### src/design/msq_pkg.sv
// shared widths, limits and the cell flag word for the maximal square block
`timescale 1ns / 1ps

package msq_pkg;

   localparam int CFG_W  = 11;
   localparam int SIDE_W = 11;
   localparam int AREA_W = 21;

   localparam logic [CFG_W-1:0]  ROW_WIDTH_RESET = 11'd1024;
   localparam logic [SIDE_W-1:0] SIDE_MAX        = 11'd2047;
   localparam logic [AREA_W-1:0] AREA_MAX        = 21'd2097151;

   localparam int QUEUE_DEPTH = 2;

   typedef struct packed {
      logic cell_bit;
      logic last_cell;
      logic first_row;
      logic row_end;
   } cell_flags_type;

endpackage

### src/design/msq_front.sv
// front end: row width register, column tracking and cell classification
`timescale 1ns / 1ps

module msq_front #(
   parameter int MAX_COLS = 1024,
   localparam int COL_W = (MAX_COLS > 1) ? $clog2(MAX_COLS) : 1
) (
   input  logic                        clock,
   input  logic                        reset,
   input  logic                        csr_wr_en,
   input  logic [msq_pkg::CFG_W-1:0]   csr_wr_data,
   input  logic                        req_valid,
   output logic                        req_stall,
   input  logic                        req_cell_bit,
   input  logic                        req_last_cell,
   input  logic                        queue_full,
   output logic                        push,
   output msq_pkg::cell_flags_type     push_flags,
   output logic [COL_W-1:0]            push_col
);

   import msq_pkg::*;

   localparam int XW = (COL_W + 1 > CFG_W) ? COL_W + 1 : CFG_W;

   logic [CFG_W-1:0] row_width_ff, row_width_in;
   logic [COL_W-1:0] col_ff, col_in;
   logic             first_row_ff, first_row_in;

   logic [XW-1:0] width_raw;
   logic [XW-1:0] width_eff;
   logic [XW-1:0] col_plus;
   logic          row_end;

   always_comb begin
      width_raw = XW'(row_width_ff);
      // zero acts as one column, oversize clamps to the line store depth
      if (width_raw == '0) begin
         width_eff = XW'(1);
      end else if (width_raw > XW'(MAX_COLS)) begin
         width_eff = XW'(MAX_COLS);
      end else begin
         width_eff = width_raw;
      end
      col_plus = XW'(col_ff) + XW'(1);
      row_end  = (col_plus >= width_eff);
   end

   assign req_stall = queue_full;
   assign push      = req_valid && !req_stall;

   always_comb begin
      push_flags.cell_bit  = req_cell_bit;
      push_flags.last_cell = req_last_cell;
      push_flags.first_row = first_row_ff;
      push_flags.row_end   = row_end;
      push_col             = col_ff;
   end

   always_comb begin
      row_width_in = csr_wr_en ? csr_wr_data : row_width_ff;
      col_in       = col_ff;
      first_row_in = first_row_ff;
      if (push) begin
         priority if (req_last_cell) begin
            col_in       = '0;
            first_row_in = 1'b1;
         end else if (row_end) begin
            col_in       = '0;
            first_row_in = 1'b0;
         end else begin
            col_in = col_plus[COL_W-1:0];
         end
      end
   end

   always_ff @(posedge clock) begin
      if (reset) begin
         row_width_ff <= ROW_WIDTH_RESET;
         col_ff       <= '0;
         first_row_ff <= 1'b1;
      end else begin
         row_width_ff <= row_width_in;
         col_ff       <= col_in;
         first_row_ff <= first_row_in;
      end
   end

endmodule

### config.mk
export PLATFORM = sky130hd
export DESIGN_NAME = msq_front
export DESIGN_NICKNAME = d
export VERILOG_FILES = /design/src/design/msq_pkg.sv /design/src/design/msq_front.sv
export SDC_FILE = /design/constraint.sdc
export NUM_CORES = 1
export LEC_CHECK = 0
export ABC_AREA = 1
export BUFFER_PORTS_ARGS = -buffer_cell sky130_fd_sc_hd__clkbuf_2
export CAP_MARGIN = 0
export CORE_ASPECT_RATIO = 0.7
export CORE_MARGIN = 5
export CORE_UTILIZATION = 35
export DETAILED_ROUTE_END_ITERATION = 8
export GPL_ROUTABILITY_DRIVEN = 0
export GPL_TIMING_DRIVEN = 0
export HOLD_SLACK_MARGIN = 0.08
export MAX_ROUTING_LAYER = met4
export SYNTH_ARGS = -nofsm -noshare
export SYNTH_HDL_FRONTEND = slang
export SYNTH_SLANG_ARGS = --single-unit
### constraint.sdc
create_clock -name clock -period 2.8 [get_ports clock]
set_input_delay 0.56 -clock clock [delete_from_list [all_inputs] [get_ports clock]]
set_output_delay 0.56 -clock clock [all_outputs]
set_load 0.03 [all_outputs]
; ---- After elaboration in Yosys (flattened, before gate mapping)
; Index checks and enable logic that the tools add are counted.
[word_totals]
word_cells = 17
regBits = 22
out_inout_bits = 16
in_bits = 18
[op_classes]
order_cmp = 2
add_sub_neg = 1
reduce_logical = 5
muxes = 6
[ops]
columns = op, n
row1 = $mux W11, 2
row2 = $mux W10, 2
row3 = $add A10 B1 Y11 const B, 1
row4 = $ge A11 B11 Y1, 1
row5 = $gt A11 B11 Y1 const B, 1
row6 = $logic_not A11 Y1, 1
row7 = $mux W1, 2
row8 = $reduce_and A2 Y1, 1
row9 = $reduce_bool A2 Y1, 1
row10 = $logic_and A1 B1 Y1, 1
row11 = $logic_not A1 Y1, 1

; ---- Depth between registers and ports, before layout
[logic_depth]
word_depth = 6
ltp_mapped = 18
mapped_depth_nobuf = 18

; ---- Worst setup path before layout
; Ideal clock, no wire load.
[synth_path]
path_type = reg2out
startpoint = reg col_ff[0], in the netlist push_col[0]
endpoint = out push_flags[0] (netlist name)
path_buffers = 2
required_time_ns = 2.240
path_slack_ns = -0.076
arrival_time_ns = 2.316
stages_incl_launch_ff = 15
cell_sequence = dfxtp_1 -> ha_1 -> nand2_1 -> nor2_2 -> nand2_1 -> xnor2_2 -> ha_1 -> nand2_1 -> nor2_1 -> nand2_1 -> a21oi_1 -> nor2_2 -> buf_4 -> inv_1 -> buf_4
[synth_via]
elab_chain_len = 2
[synth_rtl]
columns = item, line_no
row1 = start: declaration, msq_front.sv:27  ; logic [COL_W-1:0] col_ff, col_in;
row2 = start signal: assignment, msq_front.sv:84  ; col_ff <= col_in;
row3 = $add A10 B1 Y11, msq_front.sv:45  ; col_plus = XW'(col_ff) + XW'(1);
row4 = $ge A11 B11 Y1, msq_front.sv:46  ; row_end = (col_plus >= width_eff);
row5 = end: declaration, msq_front.sv:18  ; output msq_pkg::cell_flags_type push_flags,
; Every way passes these cells.

; ---- Final worst setup path
[layout_path]
startpoint = reg row_width_ff[6]
endpoint = out push_flags[0] (netlist name)
[layout_via]
elab_chain_len = 4
word_cells_on_any_way = 5
classes_between = order compare: 2 / mux: 2 / reduce/logical: 1
[layout_rtl]
columns = item, line_no
row1 = start: declaration, msq_front.sv:26  ; logic [CFG_W-1:0] row_width_ff, row_width_in;
row2 = start signal: assignment, msq_front.sv:83  ; row_width_ff <= row_width_in;
row3 = $gt A11 B11 Y1, msq_front.sv:40  ; end else if (width_raw > XW'(MAX_COLS)) begin
row4 = $mux W11, msq_front.sv:40
row5 = $mux W11 *, msq_front.sv:38  ; if (width_raw == '0) begin
row6 = $ge A11 B11 Y1 *, msq_front.sv:46
; Mark *: on every way between the ends. The rest lies on a longest branch, timed or not.

==> impl_metrics.yaml <==
critical_path:
  reg2reg_from: "row_width_ff[6]"
  worstPathMaxFanout: 6
  critPathKind: "reg -> out"
  reg2reg_to: "push_col[3]"
  rrSetupSlack_ps: 380
  startpoint_type: "register"
  worstPathArrival_ps: 2410
  cp.required_ps: 2240
  end_kind: "primary output"
  rr_worst_depth: 17
sta:
  rsz0062_at_grt: "true"
  fin_hold_ws_ps: 469
  fmax_mhz: 336
  finalCritPeriodShare: 1.06
  hold_viol_final: 0
  fin_skew_ps: 6.86
  min_period_ps: 2970
  worst_pin_slew_ps: 479
  slew_viol_final: 0
  setup_violations: 1
  slew_headroom: 0.680
  setup_ws_ps: -173
power:
  p_per_area_mw_per_mm2: 356
  ir_drop_mv: 0.267
  total_power_w: 0.000729
  p_leak_nw: 0.973
clocking:
  tritoncts: "built"
  root_buffer: "clkbuf_8"
  holdBufCountCts: 0
  clk_pin_slew_ps: 80
  clock_latency_ps: 260
  cts.sinks: 22
  clockBufferDepth: 2
  cts-buffers-inserted: 3
  htree_levels: 1
grt:
  top_usage_layer: "met1"
  grt_pass1_vias: 1261
  antenna_found_initial: 0
  grt.total_usage: 0.137
  grt_pass1_wl_um: 5980
  grt_max_degree: 13
  grt_use_met3: 0.0334
  grt-ovfl-total: 0
  grt.met1_usage: 0.211
  grt_use_met2: 0.181
route:
  drtAntennaViolNets: 0
  drt-total-wl_um: 3770
  route.detailed.drc: 0
  viasPerCell: 4.67
  via_count: 1449
  drt-pass1-iter-count: 4
  drt_iter0_drc: 57
  wl_per_cell_um: 12.2
cells_and_area:
  nets: 289
  fin_area_mm2: 0.00205
  drive_above_1_share: 0.446
  nFillCells: 389
  fin_cells: 310
  n_antenna_cell: 0
  final_common_cell: "nand2_1"
  synthToLayoutAreaGrowth_pct: 40.8
  mostFrequentLayoutCells: "40 x nand2_1, 31 x clkbuf_2, 18 x a21oi_1"
run_status:
  status: "complete, but fails checks"
  violations: "setup timing"
logic_synthesis:
  synth_edf_count: 0
  ys_top_cells_by_area: "dfxtp_1 30%, nand2_1 13%, ha_1 10%"
  post_synth.cell_area_avg_um2: 6.93
  yosys_warnings: 0
  syn-num-nets: 240
  synth_top_family_by_area: "simple AND/OR/NAND/NOR gates"
  synth-xor-area-share: 0.0464
  synth_mux_area_frac: 0
  syn-cell-area_mm2: 0.00146
  synth_top_flop_cell: "dfxtp_1"
  synth_top_area_frac: 0.303
  yosysSeqAreaShare: 0.303
  synth_seq_cells: 22
  synth-simple-area-share: 0.319
  synth_fa_ha_area_frac: 0.103
  yosysTopAreaCell: "dfxtp_1"
  synthArstFlopShare: 0
  synthCells: 210
  ys_types: 27
  synth_compound_area_frac: 0.121
run:
  max_cap_viol_count: 0
placement:
  dpl.hpwl_um: 2760
  post_dp_cell_area_mm2: 0.00168
  dp_worst_setup_slack_ps: -255
  io_buffers: 32
  dp_cells: 294
floorplan:
  fp.dieH_um: 63.9
  initial_core_util: 0.367
  dieWidth_um: 87.1
  ios: 34
  dieArea_mm2: 0.00557
  core_area_mm2: 0.00397
  num_rows: 19
worst_hold_path:
  worstHoldPathCells: 2
  min-delay-start: "first_row_ff"
  hold_path.class: "reg -> reg"
  min_to: "first_row_ff"
critical path, stage by stage, from the launching register on:
cell,delay (ps)
dfxtp_2,330
nor2_2,110
nand2_2,90
nor4_4,190
a31o_4,240
buf_4,140
nand2_2,60
ha_4,270
nand2_1,50
nor2_1,120
nand3_1,100
nand3_2,100
nor2_4,50
buf_6,130
inv_4,50
buf_8,110
cells by family after synthesis:
kind of cell	after synthesis
AND/OR/NAND/NOR	101
buffers and inverters	35
AO/OA/AOI/OAI	34
flip-flops	22
adder cells (fa/ha/maj)	12
XOR/XNOR	6
cells in the mapped netlist (all sizes together) (3+ instances only):
library cell / number
clkbuf: 3
nand2: 54
nand4: 11
nand3: 6
o21ai: 13
buf: 8
ha: 12
a21oi: 19
inv: 23
xnor2: 3
xor2: 3
dfxtp: 22
nor2: 27
where the power goes:
| part | internal (W) | total, W | switching, W |
|---|---|---|---|
| clock | 0.000125 | 0.000226 | 0.000101 |
| combinational | 0.0000725 | 0.000170 | 0.0000971 |
| sequential | 0.000323 | 0.000333 | 0.0000104 |
| total | 0.000520 | 0.000729 | 0.000208 |
flip-flops by register name (all words and copies together), names as in the netlist:
signal	flops
row_width_ff	11
push_col	10
first_row_ff	1
stage by stage:
step	util	setup TNS (ps)
2_1_floorplan	-	0
3_5_place_dp	0.424	-255
4_1_cts	0.456	-284
3_3_place_gp	0.424	-242
6_report	0.516	-173
5_1_grt	0.516	-332
final cells by class:
type	count	area, um2	area share
multi-input cells	153	1040	0.507
flip-flops and latches	22	468	0.228
repair buffers	45	268	0.131
inverters	24	92.6	0.0452
well taps	52	65.1	0.0317
plain buffers	10	62.6	0.0305
clock buffers	4	55.1	0.0269
worst max-delay path by stage:
stage | from | endpoint | slack (ps) | depth (start not counted)
finish | row_width_ff[6] | push_flags[0] | -170 | 15
global route | row_width_ff[6] | push_flags[0] | -330 | 16
CTS | row_width_ff[5] | push_flags[0] | -280 | 14
detailed placement | row_width_ff[6] | push_flags[0] | -260 | 17
global placement | row_width_ff[4] | push_flags[0] | -240 | 17
floorplan | push_col[0] | push_flags[0] | 60 | 14
per-layer routing:
layer / routed length, um / vias up / share of wire
met4: 17 / 0 / 0.0045
met5: 0 / - / 0
met3: 193 / 2 / 0.051
met2: 1630 / 25 / 0.43
met1: 1940 / 646 / 0.51
li1: - / 776 / -
what timing repair did:
item | CTS | global route
pin swaps | 10 | 19
setup endpoints to repair | 1 | 4
buffers inserted | 4 | 9
gates resized for setup | 14 | 41
(Power assumes the default switching activity.)
