$ cat src/design/msq_pkg.sv
// shared widths, limits and the cell flag word for the maximal square block
`timescale 1ns / 1ps

package msq_pkg;

   localparam int CFG_W  = 11;
   localparam int SIDE_W = 11;
   localparam int AREA_W = 21;

   localparam logic [CFG_W-1:0]  ROW_WIDTH_RESET = 11'd1024;
   localparam logic [SIDE_W-1:0] SIDE_MAX        = 11'd2047;
   localparam logic [AREA_W-1:0] AREA_MAX        = 21'd2097151;

   localparam int QUEUE_DEPTH = 2;

   typedef struct packed {
      logic cell_bit;
      logic last_cell;
      logic first_row;
      logic row_end;
   } cell_flags_type;

endpackage

$ cat src/design/msq_queue.sv
// two-entry queue of classified cells between front and back
`timescale 1ns / 1ps

module msq_queue #(
   parameter int COL_W = 10
) (
   input  logic                    clock,
   input  logic                    reset,
   input  logic                    push,
   input  msq_pkg::cell_flags_type push_flags,
   input  logic [COL_W-1:0]        push_col,
   input  logic                    pop,
   output logic                    full,
   output logic                    not_empty,
   output msq_pkg::cell_flags_type head_flags,
   output logic [COL_W-1:0]        head_col
);

   import msq_pkg::*;

   localparam int PW = (QUEUE_DEPTH > 1) ? $clog2(QUEUE_DEPTH) : 1;
   localparam int CW = $clog2(QUEUE_DEPTH + 1);

   cell_flags_type   flags_ff [QUEUE_DEPTH];
   logic [COL_W-1:0] col_ff   [QUEUE_DEPTH];
   logic [PW-1:0]    wr_ptr_ff, wr_ptr_in;
   logic [PW-1:0]    rd_ptr_ff, rd_ptr_in;
   logic [CW-1:0]    count_ff, count_in;

   assign full       = (count_ff == CW'(QUEUE_DEPTH));
   assign not_empty  = (count_ff != '0);
   assign head_flags = flags_ff[rd_ptr_ff];
   assign head_col   = col_ff[rd_ptr_ff];

   function automatic logic [PW-1:0] ptr_next(input logic [PW-1:0] p);
      if (p == PW'(QUEUE_DEPTH - 1)) begin
         return '0;
      end
      return p + PW'(1);
   endfunction

   always_comb begin
      wr_ptr_in = push ? ptr_next(wr_ptr_ff) : wr_ptr_ff;
      rd_ptr_in = pop ? ptr_next(rd_ptr_ff) : rd_ptr_ff;
      count_in  = count_ff;
      unique case ({push, pop})
         2'b10:   count_in = count_ff + CW'(1);
         2'b01:   count_in = count_ff - CW'(1);
         default: count_in = count_ff;
      endcase
   end

   always_ff @(posedge clock) begin
      if (push) begin
         flags_ff[wr_ptr_ff] <= push_flags;
         col_ff[wr_ptr_ff]   <= push_col;
      end
   end

   always_ff @(posedge clock) begin
      if (reset) begin
         wr_ptr_ff <= '0;
         rd_ptr_ff <= '0;
         count_ff  <= '0;
      end else begin
         wr_ptr_ff <= wr_ptr_in;
         rd_ptr_ff <= rd_ptr_in;
         count_ff  <= count_in;
      end
   end

endmodule

$ cat config.mk
export PLATFORM = sky130hd
export DESIGN_NAME = msq_queue
export DESIGN_NICKNAME = d
export VERILOG_FILES = /design/src/design/msq_pkg.sv /design/src/design/msq_queue.sv
export SDC_FILE = /design/constraint.sdc
export NUM_CORES = 1
export LEC_CHECK = 0
export ABC_AREA = 1
export BUFFER_PORTS_ARGS = -buffer_cell sky130_fd_sc_hd__buf_2
export CORE_UTILIZATION = 50
export DETAILED_ROUTE_END_ITERATION = 6
export HOLD_SLACK_MARGIN = 0.1
export PLACE_DENSITY = 0.76
export SLEW_MARGIN = 20
export SYNTH_ARGS = -nofsm -noshare
export SYNTH_HDL_FRONTEND = slang
export SYNTH_SLANG_ARGS = --single-unit
$ cat constraint.sdc
create_clock -name clock -period 3.8 [get_ports clock]
set_clock_uncertainty 0.15 [all_clocks]
set_input_delay 0.38 -clock clock [delete_from_list [all_inputs] [get_ports clock]]
set_output_delay 0.38 -clock clock [all_outputs]
set_load 0.05 [all_outputs]
==> Word level (Yosys, flattened, before mapping) <==
Memory sizes are Yosys's and may differ from the RTL's. A register that Yosys moved wholly into a read port is not among the register bits.
Cells that the tools add are included.
{ "totals": {"wordCells": 27, "ramBits": 28, "in_bits": 18, "reg_bits": 4, "output_inout_bits": 16, "mem_bits_ro": 0, "n_memories": 2, "latch_bits": 0} }
{ "classes": {"n_lt_le_gt_ge": 0, "shift": 0, "eq_ne": 3, "multipliers": 0, "n_mux": 13, "n_div": 0, "n_addsub": 4, "reduce_logical": 2, "bitwise": 0} }
{ "mem_list": {"columns": ["name", "depth", "width", "rd", "rd_ports_with_merged_regs", "wr", "line_no", "rtl"], "rows": [
  ["col_ff", 2, 10, 1, 1, 1, "msq_queue.sv:25", "logic [COL_W-1:0] col_ff [QUEUE_DEPTH];"],
  ["flags_ff", 2, 4, 1, 1, 1, "msq_queue.sv:24", "cell_flags_type flags_ff [QUEUE_DEPTH];"]
]} }
{ "op_table": {"columns": ["operator", "count"], "rows": [
  ["$mux W1", 12],
  ["$eq A2 B2 Y1 const B", 2],
  ["$pmux W2 S2", 1],
  ["$reduce_bool A2 Y1", 2],
  ["$add A1 B1 Y1 const B", 2],
  ["$add A2 B1 Y2 const B", 1],
  ["$eq A2 B1 Y1 const B", 1],
  ["$sub A2 B1 Y2 const B", 1]
]} }

==> Longest topological paths before layout <==
Gate-level depths: netlist (run 1).
{ "depth": {"depth_word": 4, "ltp_mapped": 7, "depth_no_buf": 7} }

==> Worst setup path before layout (run 1) <==
OpenSTA, ideal clock, no wires.
{ "synth_path": {"path_kind": "input port to flip-flop", "start": "input port push", "end": "memory col_ff[0][0] (enable)", "n_path_buf": 0, "path_slack_ns": 2.233, "setup_ns": 0.384, "arrival_time_ns": 1.032, "required_ns": 3.266, "cell_stages": 2, "cell_sequence": "inv_1 -> nor2_1"} }
{ "synth_via": {"elab_chain_cells": 2} }
{ "synth_rtl": {"columns": ["element", "line_no", "rtl"], "rows": [
  ["start: declaration", "msq_queue.sv:9", "input logic push,"],
  ["$mux W1", "msq_queue.sv:54", "if (push) begin"],
  ["$mux W1 (not written as such)", "msq_queue.sv:56", "col_ff[wr_ptr_ff] <= push_col;"],
  ["end: declaration", "msq_queue.sv:25", null]
]} }
Every way passes these cells.

==> results of run 1 <==
[worst max-delay path by stage]
stage,to,cells past startpoint,slack (ns),startpoint
final,head_col[1],2,1.60,flop
after global routing,head_col[1],2,1.50,flop
after CTS,head_col[1],2,1.57,flop
after detailed placement,flags_ff[0][3],3,1.83,push
after global placement,col_ff[0][9],3,1.89,push
after floorplan,col_ff[0][0],2,2.23,push
[cell families after synthesis]
group	after synthesis	synth area share
AOI/OAI and AO/OA	2	0.008098
xor gates and xnor gates	1	0.007093
adders and majority gates	1	0.01013
buffers and inverters	8	0.03040
DFF	33	0.7619
muxes	14	0.1277
and+or+nand+nor	17	0.05471
[power groups by stage]
stage	registers (uW)	clock network, uW	logic (uW)
finish	428	192	149
global route	431	211	159
CTS	428	197	150
detailed placement	436	0	137
global placement	435	0	134
floorplan	430	0	110
[metrics by stage]
stage | util | area, um2 | hold WS, ns | power [uW] | instances
after CTS | 0.7174 | 1633 | 0.1823 | 774.9 | 159
after global routing | 0.7185 | 1635 | 0.2096 | 801.2 | 159
after global placement | 0.6256 | 1424 | 0.3439 | 569.3 | 136
after detailed placement | 0.6256 | 1424 | 0.3648 | 573.7 | 136
after floorplan | - | 1235 | 0.3024 | 539.8 | 76
final | 0.7185 | 1635 | 0.1939 | 767.7 | 159
[sequential cells by signal, indices dropped and copies added (netlist names), named ones only]
name,cells
col_ff,20
count_ff,2
flags_ff,8
rd_ptr_ff,1
wr_ptr_ff,1
[layer usage]
| metal | vias to the layer above | part of all wire | global-route usage |
|---|---|---|---|
| li1 | 376 | - | - |
| met1 | 352 | 0.40 | 0.1764 |
| met2 | 22 | 0.53 | 0.3463 |
| met3 | 4 | 0.055 | 0.07895 |
| met4 | 0 | 0.018 | 0.1081 |
| met5 | - | 0 | 0 |
[cell type report]
class,count,share of cell area
Multi-Input combinational cell,35,0.1584
Tap cell,28,0.02142
Inverter,7,0.01607
Timing Repair Buffer,48,0.1928
Clock buffer,8,0.03596
Sequential cell,33,0.5754
[critical path: stages, from the launching register on]
cell and delay, ns:
dfxtp_1 0.72, mux2_2 0.41, buf_2 0.21
[what timing repair did]
item	4_1_cts	5_1_grt
endpoints found under the hold margin	29	0
gates resized for setup	0	0
hold buffers	15	0
setup buffers	0	0
[cell usage after synthesis (all sizes together)]
cell	n	area, um2
nand4	1	6.260
o21ai	1	5.000
a21oi	1	5.000
nand2	6	22.52
inv	7	26.28
nor3	1	5.000
buf	1	11.26
xnor2	1	8.760
nor2	9	33.78
ha	1	12.51
mux2	14	157.7
dfxtp	5	100.1
edfxtp	28	840.8
==> results.json, run 1 <==
{
  "hold_viol_final": 0,
  "ys_warn_count": 0,
  "grt_overflow": 0,
  "insertion_delay_ns": 0.32,
  "setup_viol": 0,
  "internal_power_uw": 557.2,
  "root_buffer": "clkbuf_4",
  "antenna_found_initial": 0,
  "rsz0062_at_grt": "no",
  "worstMarginPinSlew_ns": 0.7041,
  "regArea_um2": 940.9,
  "drtAntennaViolNets": 0,
  "cts_sinks": 33,
  "die_h_um": 51.70,
  "drtPass1Iterations": 3,
  "synth_cell_types": 13,
  "multi_input_area_um2": 259.0,
  "track_usage": 0.1908,
  "layout_commonest_cell": "buf_2",
  "synth_seq_cells": 33,
  "clk_pin_slew_ns": 0.09,
  "hpwl_um": 1339,
  "reg2reg_to": "col_ff[0][3]",
  "net-switching-power_uw": 210.5,
  "cp_max_fo": 14,
  "io_pins": 34,
  "ys_seq_area_frac": 0.7619,
  "grt_pass1_wl_um": 3374,
  "antenna_cells": 0,
  "min_path_type": "input pin to flop",
  "crit_type": "flop to primary output",
  "status": "complete, no violations",
  "finalCritPeriodShare": 0.5788,
  "ir_drop_mv": 0.3648,
  "row_count": 17,
  "grt_pass1_vias": 801,
  "synthCells": 76,
  "wl_um": 1976,
  "vias_per_cell": 4.742,
  "maxCapViolCount": 0,
  "r2r_setup_slack_ns": 2.38,
  "drive_above_1_share": 0.4122,
  "p_clk_frac": 0.249,
  "worstReg2RegStart": "wr_ptr_ff",
  "area_growth_pct": 32.42,
  "grt_max_degree": 16,
  "cts_buffers": 5,
  "power_density_mw_per_mm2": 469.4,
  "start_util": 0.5426,
  "syn_area_mm2": 0.001235,
  "leakagePower_uw": 0.0006669,
  "via_count": 754,
  "avgRoutedWirePerCell_um": 12.43,
  "die_x_um": 51.70,
  "start_kind": "flop",
  "drt_iter0_drc": 6,
  "final_cell_mix": "buf_2, edfxtp_1, dlygate4sd3_1",
  "fmax_mhz": 454.6,
  "core_area_mm2": 0.002276,
  "cp_data_required_time_ns": 3.27,
  "clockBufferDepth": 2,
  "n_fill_cell": 163,
  "fin_crit_ns": 2.200,
  "dieArea_mm2": 0.002672,
  "slew_viol_final": 0,
  "worst_r2r_path_depth": 1,
  "cp-end-kind": "primary output",
  "hold_depth": 3,
  "relSlewSlack": 0.5301,
  "pre_cts_ws_ns": 1.833,
  "final_net_count": 149,
  "p_comb_frac": 0.194,
  "port_buffers": 33,
  "avgSynthCellArea_um2": 16.25,
  "p_sw_frac": 0.2741,
  "seq_power_share": 0.557,
  "whs_endpoint": "rd_ptr_ff",
  "place.gp.congestion": 0.6631,
  "tns_ns": 0,
  "syn_nets": 95,
  "hold_path.startpoint": "pop",
  "htreeDepth": 2,
  "fin_ws_ns": 1.600,
  "cts_tree": "done",
  "arrival_ns": 1.67,
  "drc": 0
}
Note: power is estimated with default switching activity, not from simulation.
==> run 2: changes to the inputs <==
--- a/config.mk
+++ b/config.mk
@@ -7,10 +7,10 @@
 export LEC_CHECK = 0
 export ABC_AREA = 1
 export BUFFER_PORTS_ARGS = -buffer_cell sky130_fd_sc_hd__buf_2
-export CORE_UTILIZATION = 50
+export CORE_UTILIZATION = 45
 export DETAILED_ROUTE_END_ITERATION = 6
 export HOLD_SLACK_MARGIN = 0.1
-export PLACE_DENSITY = 0.76
+export PLACE_DENSITY = 0.72
 export SLEW_MARGIN = 20
 export SYNTH_ARGS = -nofsm -noshare
 export SYNTH_HDL_FRONTEND = slang
==> constraint.sdc (replaced) <==
create_clock -name clock -period 1.78 [get_ports clock]
set_clock_uncertainty 0.15 [all_clocks]
set_input_delay 0.178 -clock clock [delete_from_list [all_inputs] [get_ports clock]]
set_output_delay 0.178 -clock clock [all_outputs]
set_load 0.05 [all_outputs]
==> run 2 against run 1 <==
Utilization down 4.5 points; sequential share of layout area down 2.6 points; largest power group unchanged; flip-flop and latch count unchanged.
==> results.json, run 2 (synthesis results as in run 1) <==
{
  "wl_met3_um": 128,
  "layout_commonest_cell": "buf_2",
  "fin_crit_ns": 1.697,
  "tns_ns": 0,
  "hold_depth": 2,
  "wl_met2_um": 1090,
  "start_util": 0.4853,
  "final_cell_mix": "buf_2, edfxtp_1, dlygate4sd3_1",
  "setup_viol": 0,
  "cp-end-kind": "primary output",
  "place.gp.congestion": 0.6259,
  "arrival_ns": 1.37,
  "drtAntennaViolNets": 0,
  "largest_reg_flops": 20,
  "grt_overflow": 0,
  "root_buffer": "clkbuf_4",
  "drtPass1Iterations": 3,
  "io_pins": 34,
  "fmax_mhz": 589.1,
  "power_density_mw_per_mm2": 981.5,
  "area_growth_pct": 38.80,
  "clk_pin_slew_ns": 0.08,
  "antenna_found_initial": 0,
  "grt_pass1_vias": 792,
  "cts_setup_buffers": 0,
  "drive_above_1_share": 0.4245,
  "drc": 0,
  "vias_per_cell": 4.710,
  "place_area_mm2": 0.001456,
  "track_usage": 0.1712,
  "avgRoutedWirePerCell_um": 12.83,
  "hold_path.startpoint": "count_ff[1]",
  "cp_max_fo": 7,
  "dieArea_mm2": 0.002958,
  "regArea_um2": 942.2,
  "cts_sinks": 33,
  "r2r_setup_slack_ns": 0.39,
  "cts_tree": "done",
  "row_count": 18,
  "maxCapViolCount": 0,
  "hpwl_um": 1456,
  "wl_met1_um": 901,
  "die_x_um": 54.39,
  "port_buffers": 33,
  "clockBufferDepth": 2,
  "antenna_cells": 0,
  "crit_type": "flop to primary output",
  "htreeDepth": 2,
  "min_path_type": "flop to flop",
  "whs_endpoint": "count_ff[1]",
  "grt_max_degree": 15,
  "ir_drop_mv": 0.7297,
  "slew_viol_final": 0,
  "top_register": "col_ff",
  "worstReg2RegStart": "rd_ptr_ff",
  "utilization": 0.6736,
  "via_count": 796,
  "rsz0062_at_grt": "no",
  "reg2reg_to": "rd_ptr_ff",
  "drt_iter0_drc": 13,
  "finalCritPeriodShare": 0.9536,
  "cts_buffers": 5,
  "start_kind": "flop",
  "status": "complete, no violations",
  "core_area_mm2": 0.002545,
  "die_h_um": 54.39,
  "wl_um": 2169,
  "leakagePower_uw": 0.0007091,
  "highest_layer": "met4",
  "worstMarginPinSlew_ns": 0.2571,
  "final_cell_area_mm2": 0.001714,
  "insertion_delay_ns": 0.32,
  "final_net_count": 157,
  "n_fill_cell": 201,
  "worst_r2r_path_depth": 3,
  "hold_viol_final": 0,
  "top_regs": "col_ff: 20 flops, flags_ff: 8 flops, count_ff: 2 flops",
  "multi_input_area_um2": 256.5,
  "cp_data_required_time_ns": 1.45,
  "grt_pass1_wl_um": 3353,
  "relSlewSlack": 0.8298
}
## run 2: changes by cell type in the layout (fill, tap and decap cells not counted)
cell           before  now
dfxtp_2             0    1
buf_2              33   32
clkbuf_4            5    6
nor2_1              8    9
buf_4               0    3
buf_6               0    2
dlygate4sd3_1      15   18
dfxtp_1             5    4
nor2_2              1    0
## run 2: per-layer routing
layer,up-vias,track usage
li1,398,-
met1,362,0.1841
met2,28,0.2825
met3,8,0.06389
met4,0,0.1068
met5,-,0
## run 2: worst max-delay path by stage
stage | start | to | cells after the start
global placement | flop | head_flags[3] | 3
detailed placement | flop | head_flags[3] | 3
floorplan | wr_ptr_ff | col_ff[0][0] | 1
global route | flop | head_col[8] | 3
CTS | flop | head_flags[3] | 3
finish | flop | head_col[8] | 3
## run 2: per-stage QoR
stage               power [uW]  cells  hold slack [ns]  setup slack [ns]
finish                    1682    169           0.3818           0.08254
floorplan                 1152     76           0.1004            0.3101
detailed placement        1235    142           0.2211            0.3659
CTS                       1687    168           0.3760          0.001012
global placement          1226    142           0.2152            0.3758
global route              1758    169           0.4181           0.01643
## run 2: critical path, cell delays in order (launching register included)
cell      delay [ns]
dfxtp_2         0.36
buf_6           0.14
mux2_2          0.34
clkbuf_4        0.21
## run 2: layout make-up
| class | count | share of cell area |
|---|---|---|
| clock buffer | 8 | 0.03431 |
| inverter | 7 | 0.01533 |
| multi-input combinational | 35 | 0.1496 |
| sequential | 33 | 0.5496 |
| tap | 30 | 0.02190 |
| timing repair buffer | 56 | 0.2292 |
## run 2: repair_timing
item / 4_1_cts / 5_1_grt
endpoints found under the hold margin: 33 / 0
gates resized for setup: 0 / 6
hold buffers: 18 / 0
endpoints found under the setup margin: 0 / 14
## run 2: power breakdown
group / total (uW) / internal, uW / switching (uW)
clock: 426 / 195 / 232
combinational: 352 / 128 / 224
sequential: 904 / 887 / 16.3
==> run 3: changes to the inputs <==
--- a/config.mk
+++ b/config.mk
@@ -7,6 +7,7 @@
 export LEC_CHECK = 0
 export ABC_AREA = 1
 export BUFFER_PORTS_ARGS = -buffer_cell sky130_fd_sc_hd__buf_2
+export CORE_ASPECT_RATIO = 0.75
 export CORE_UTILIZATION = 45
 export DETAILED_ROUTE_END_ITERATION = 6
 export HOLD_SLACK_MARGIN = 0.1
==> run 3 against run 2 <==
Sequential share of layout area is 0.080 points lower; critical path depth unchanged; total power shrank 0.34%; cell count increased by 3.0%; global-route usage fell by 0.90 points; utilization decreased by 1.4 points; design area grew 0.15%; clock-buffer cell count unchanged; sequential power is essentially flat; first-iteration DRC count increased by 31%; flip-flop and latch count stayed put; wire length is 1.2% lower; critical endpoint is now head_col[0]; highest routed layer unchanged.
==> results.json, run 3 (synthesis results as in run 1) <==
{
  "status": "complete, no violations",
  "cts_setup_buffers": 0,
  "htreeDepth": 2,
  "cts_sinks": 33,
  "met1_usage": 0.1664,
  "crit_type": "flop to primary output",
  "antenna_found_initial": 0,
  "row_count": 16,
  "fin_crit_ns": 1.724,
  "cp_slowest_stage_delay_ns": 0.38,
  "whs_ns": 0.3765,
  "pre_cts_ws_ns": 0.3400,
  "maxCapViolCount": 0,
  "cp_max_fo": 12,
  "busiest_layer": "met2",
  "wl_um": 2144,
  "use_met2": 0.3043,
  "die_x_um": 62.49,
  "finalCritPeriodShare": 0.9686,
  "port_buffers": 33,
  "hold_viol_final": 0,
  "grt_use_met3": 0.05825,
  "via_count": 803,
  "worstMarginPinSlew_ns": 0.2666,
  "grt_max_degree": 14,
  "io_pins": 34,
  "place.gp.congestion": 0.6703,
  "power_density_mw_per_mm2": 976.8,
  "track_usage": 0.1622,
  "core_area_mm2": 0.002603,
  "min_path_type": "flop to flop",
  "power_uw": 1677,
  "drtPass1Iterations": 5,
  "layout_commonest_cell": "buf_2",
  "cp_top_family": "flip-flops",
  "fin_ws_ns": 0.05587,
  "cts_buffers": 5,
  "drc": 0,
  "die_h_um": 47.37,
  "avgRoutedWirePerCell_um": 12.32,
  "grt_pass1_vias": 821,
  "drive_above_1_share": 0.4203,
  "root_buffer": "clkbuf_4",
  "relSlewSlack": 0.8210,
  "dieArea_mm2": 0.002960,
  "layout.cells.non_filler": 174,
  "path_cells": "buf_12, mux2_2, buf_2",
  "cp-end-kind": "primary output",
  "clk_pin_slew_ns": 0.09,
  "final_cell_mix": "buf_2, edfxtp_1, dlygate4sd3_1",
  "cp_data_required_time_ns": 1.45,
  "grt_overflow": 0,
  "slew_viol_final": 0,
  "vias_per_cell": 4.615,
  "arrival_ns": 1.40,
  "timing.critical_path.buf_inv": 2,
  "tns_ns": 0,
  "area_growth_pct": 39.01,
  "drtAntennaViolNets": 0,
  "ir_drop_mv": 0.6813,
  "clockBufferDepth": 2,
  "leakagePower_uw": 0.0007050,
  "fmax_mhz": 580.0,
  "start_util": 0.4745,
  "rsz0062_at_grt": "no",
  "grt_pass1_wl_um": 3367,
  "setup_viol": 0,
  "crit_slowest_cell": "dfxtp_2",
  "cts_tree": "done",
  "top_regs": "col_ff: 20 flops, flags_ff: 8 flops, count_ff: 2 flops",
  "drt_iter0_drc": 17,
  "antenna_cells": 0,
  "start_kind": "flop",
  "hpwl_um": 1421,
  "top_register": "col_ff",
  "final_net_count": 156,
  "dp.cells": 148,
  "largest_reg_flops": 20,
  "insertion_delay_ns": 0.32
}
==> run 3: changes by cell type in the layout (fill, tap and decap cells not counted) <==
cell      change
buf_12        +1
buf_2         +1
buf_6         -2
clkbuf_4      -1
==> run 3: per-stage QoR <==
stage	utilization	instance area, um2
finish	0.6596	1717
global route	0.6596	1717
CTS	0.6596	1717
detailed placement	0.5673	1476
global placement	0.5673	1476
floorplan	-	1235
==> run 3: timing repair <==
action                     in CTS  in global routing
hold endpoints to repair       35                  0
setup endpoints to repair      12                  0
resized for setup               1                  0
hold buffers                   18                  0
==> run 3: metal layers <==
metal	vias up	wire, um
met2	25	1120
met5	-	0
li1	399	-
met4	0	27
met1	375	887
met3	4	108
==> run 3: final cells by class <==
cell class                      count  area, um2
Clock buffer                        8      58.81
Fill cell                         205      885.9
Inverter                            7      26.28
Multi-Input combinational cell     35      256.5
Sequential cell                    33      942.2
Tap cell                           36      45.04
Timing Repair Buffer               55      387.9
==> run 3: worst paths after layout <==
kind | startpoint | to | slack, ns | cells after the start
min reg2reg | count_ff[1] | count_ff[1] | 0.38 | 2
min | count_ff[1] | count_ff[1] | 0.38 | 2
max reg2reg | rd_ptr_ff | flop | 0.32 | 3
max | flop | head_col[0] | 0.06 | 3
==> run 3: report_power, final <==
group	switching (uW)	internal, uW
sequential	17.2	887
combinational	224	128
clock	226	195
==> run 3: worst register-to-register path, stage by stage (launching register included) <==
cell,delay (ns)
dfxtp_1,0.32
xnor2_1,0.26
nor2_1,0.07
dlygate4sd3_1,0.55
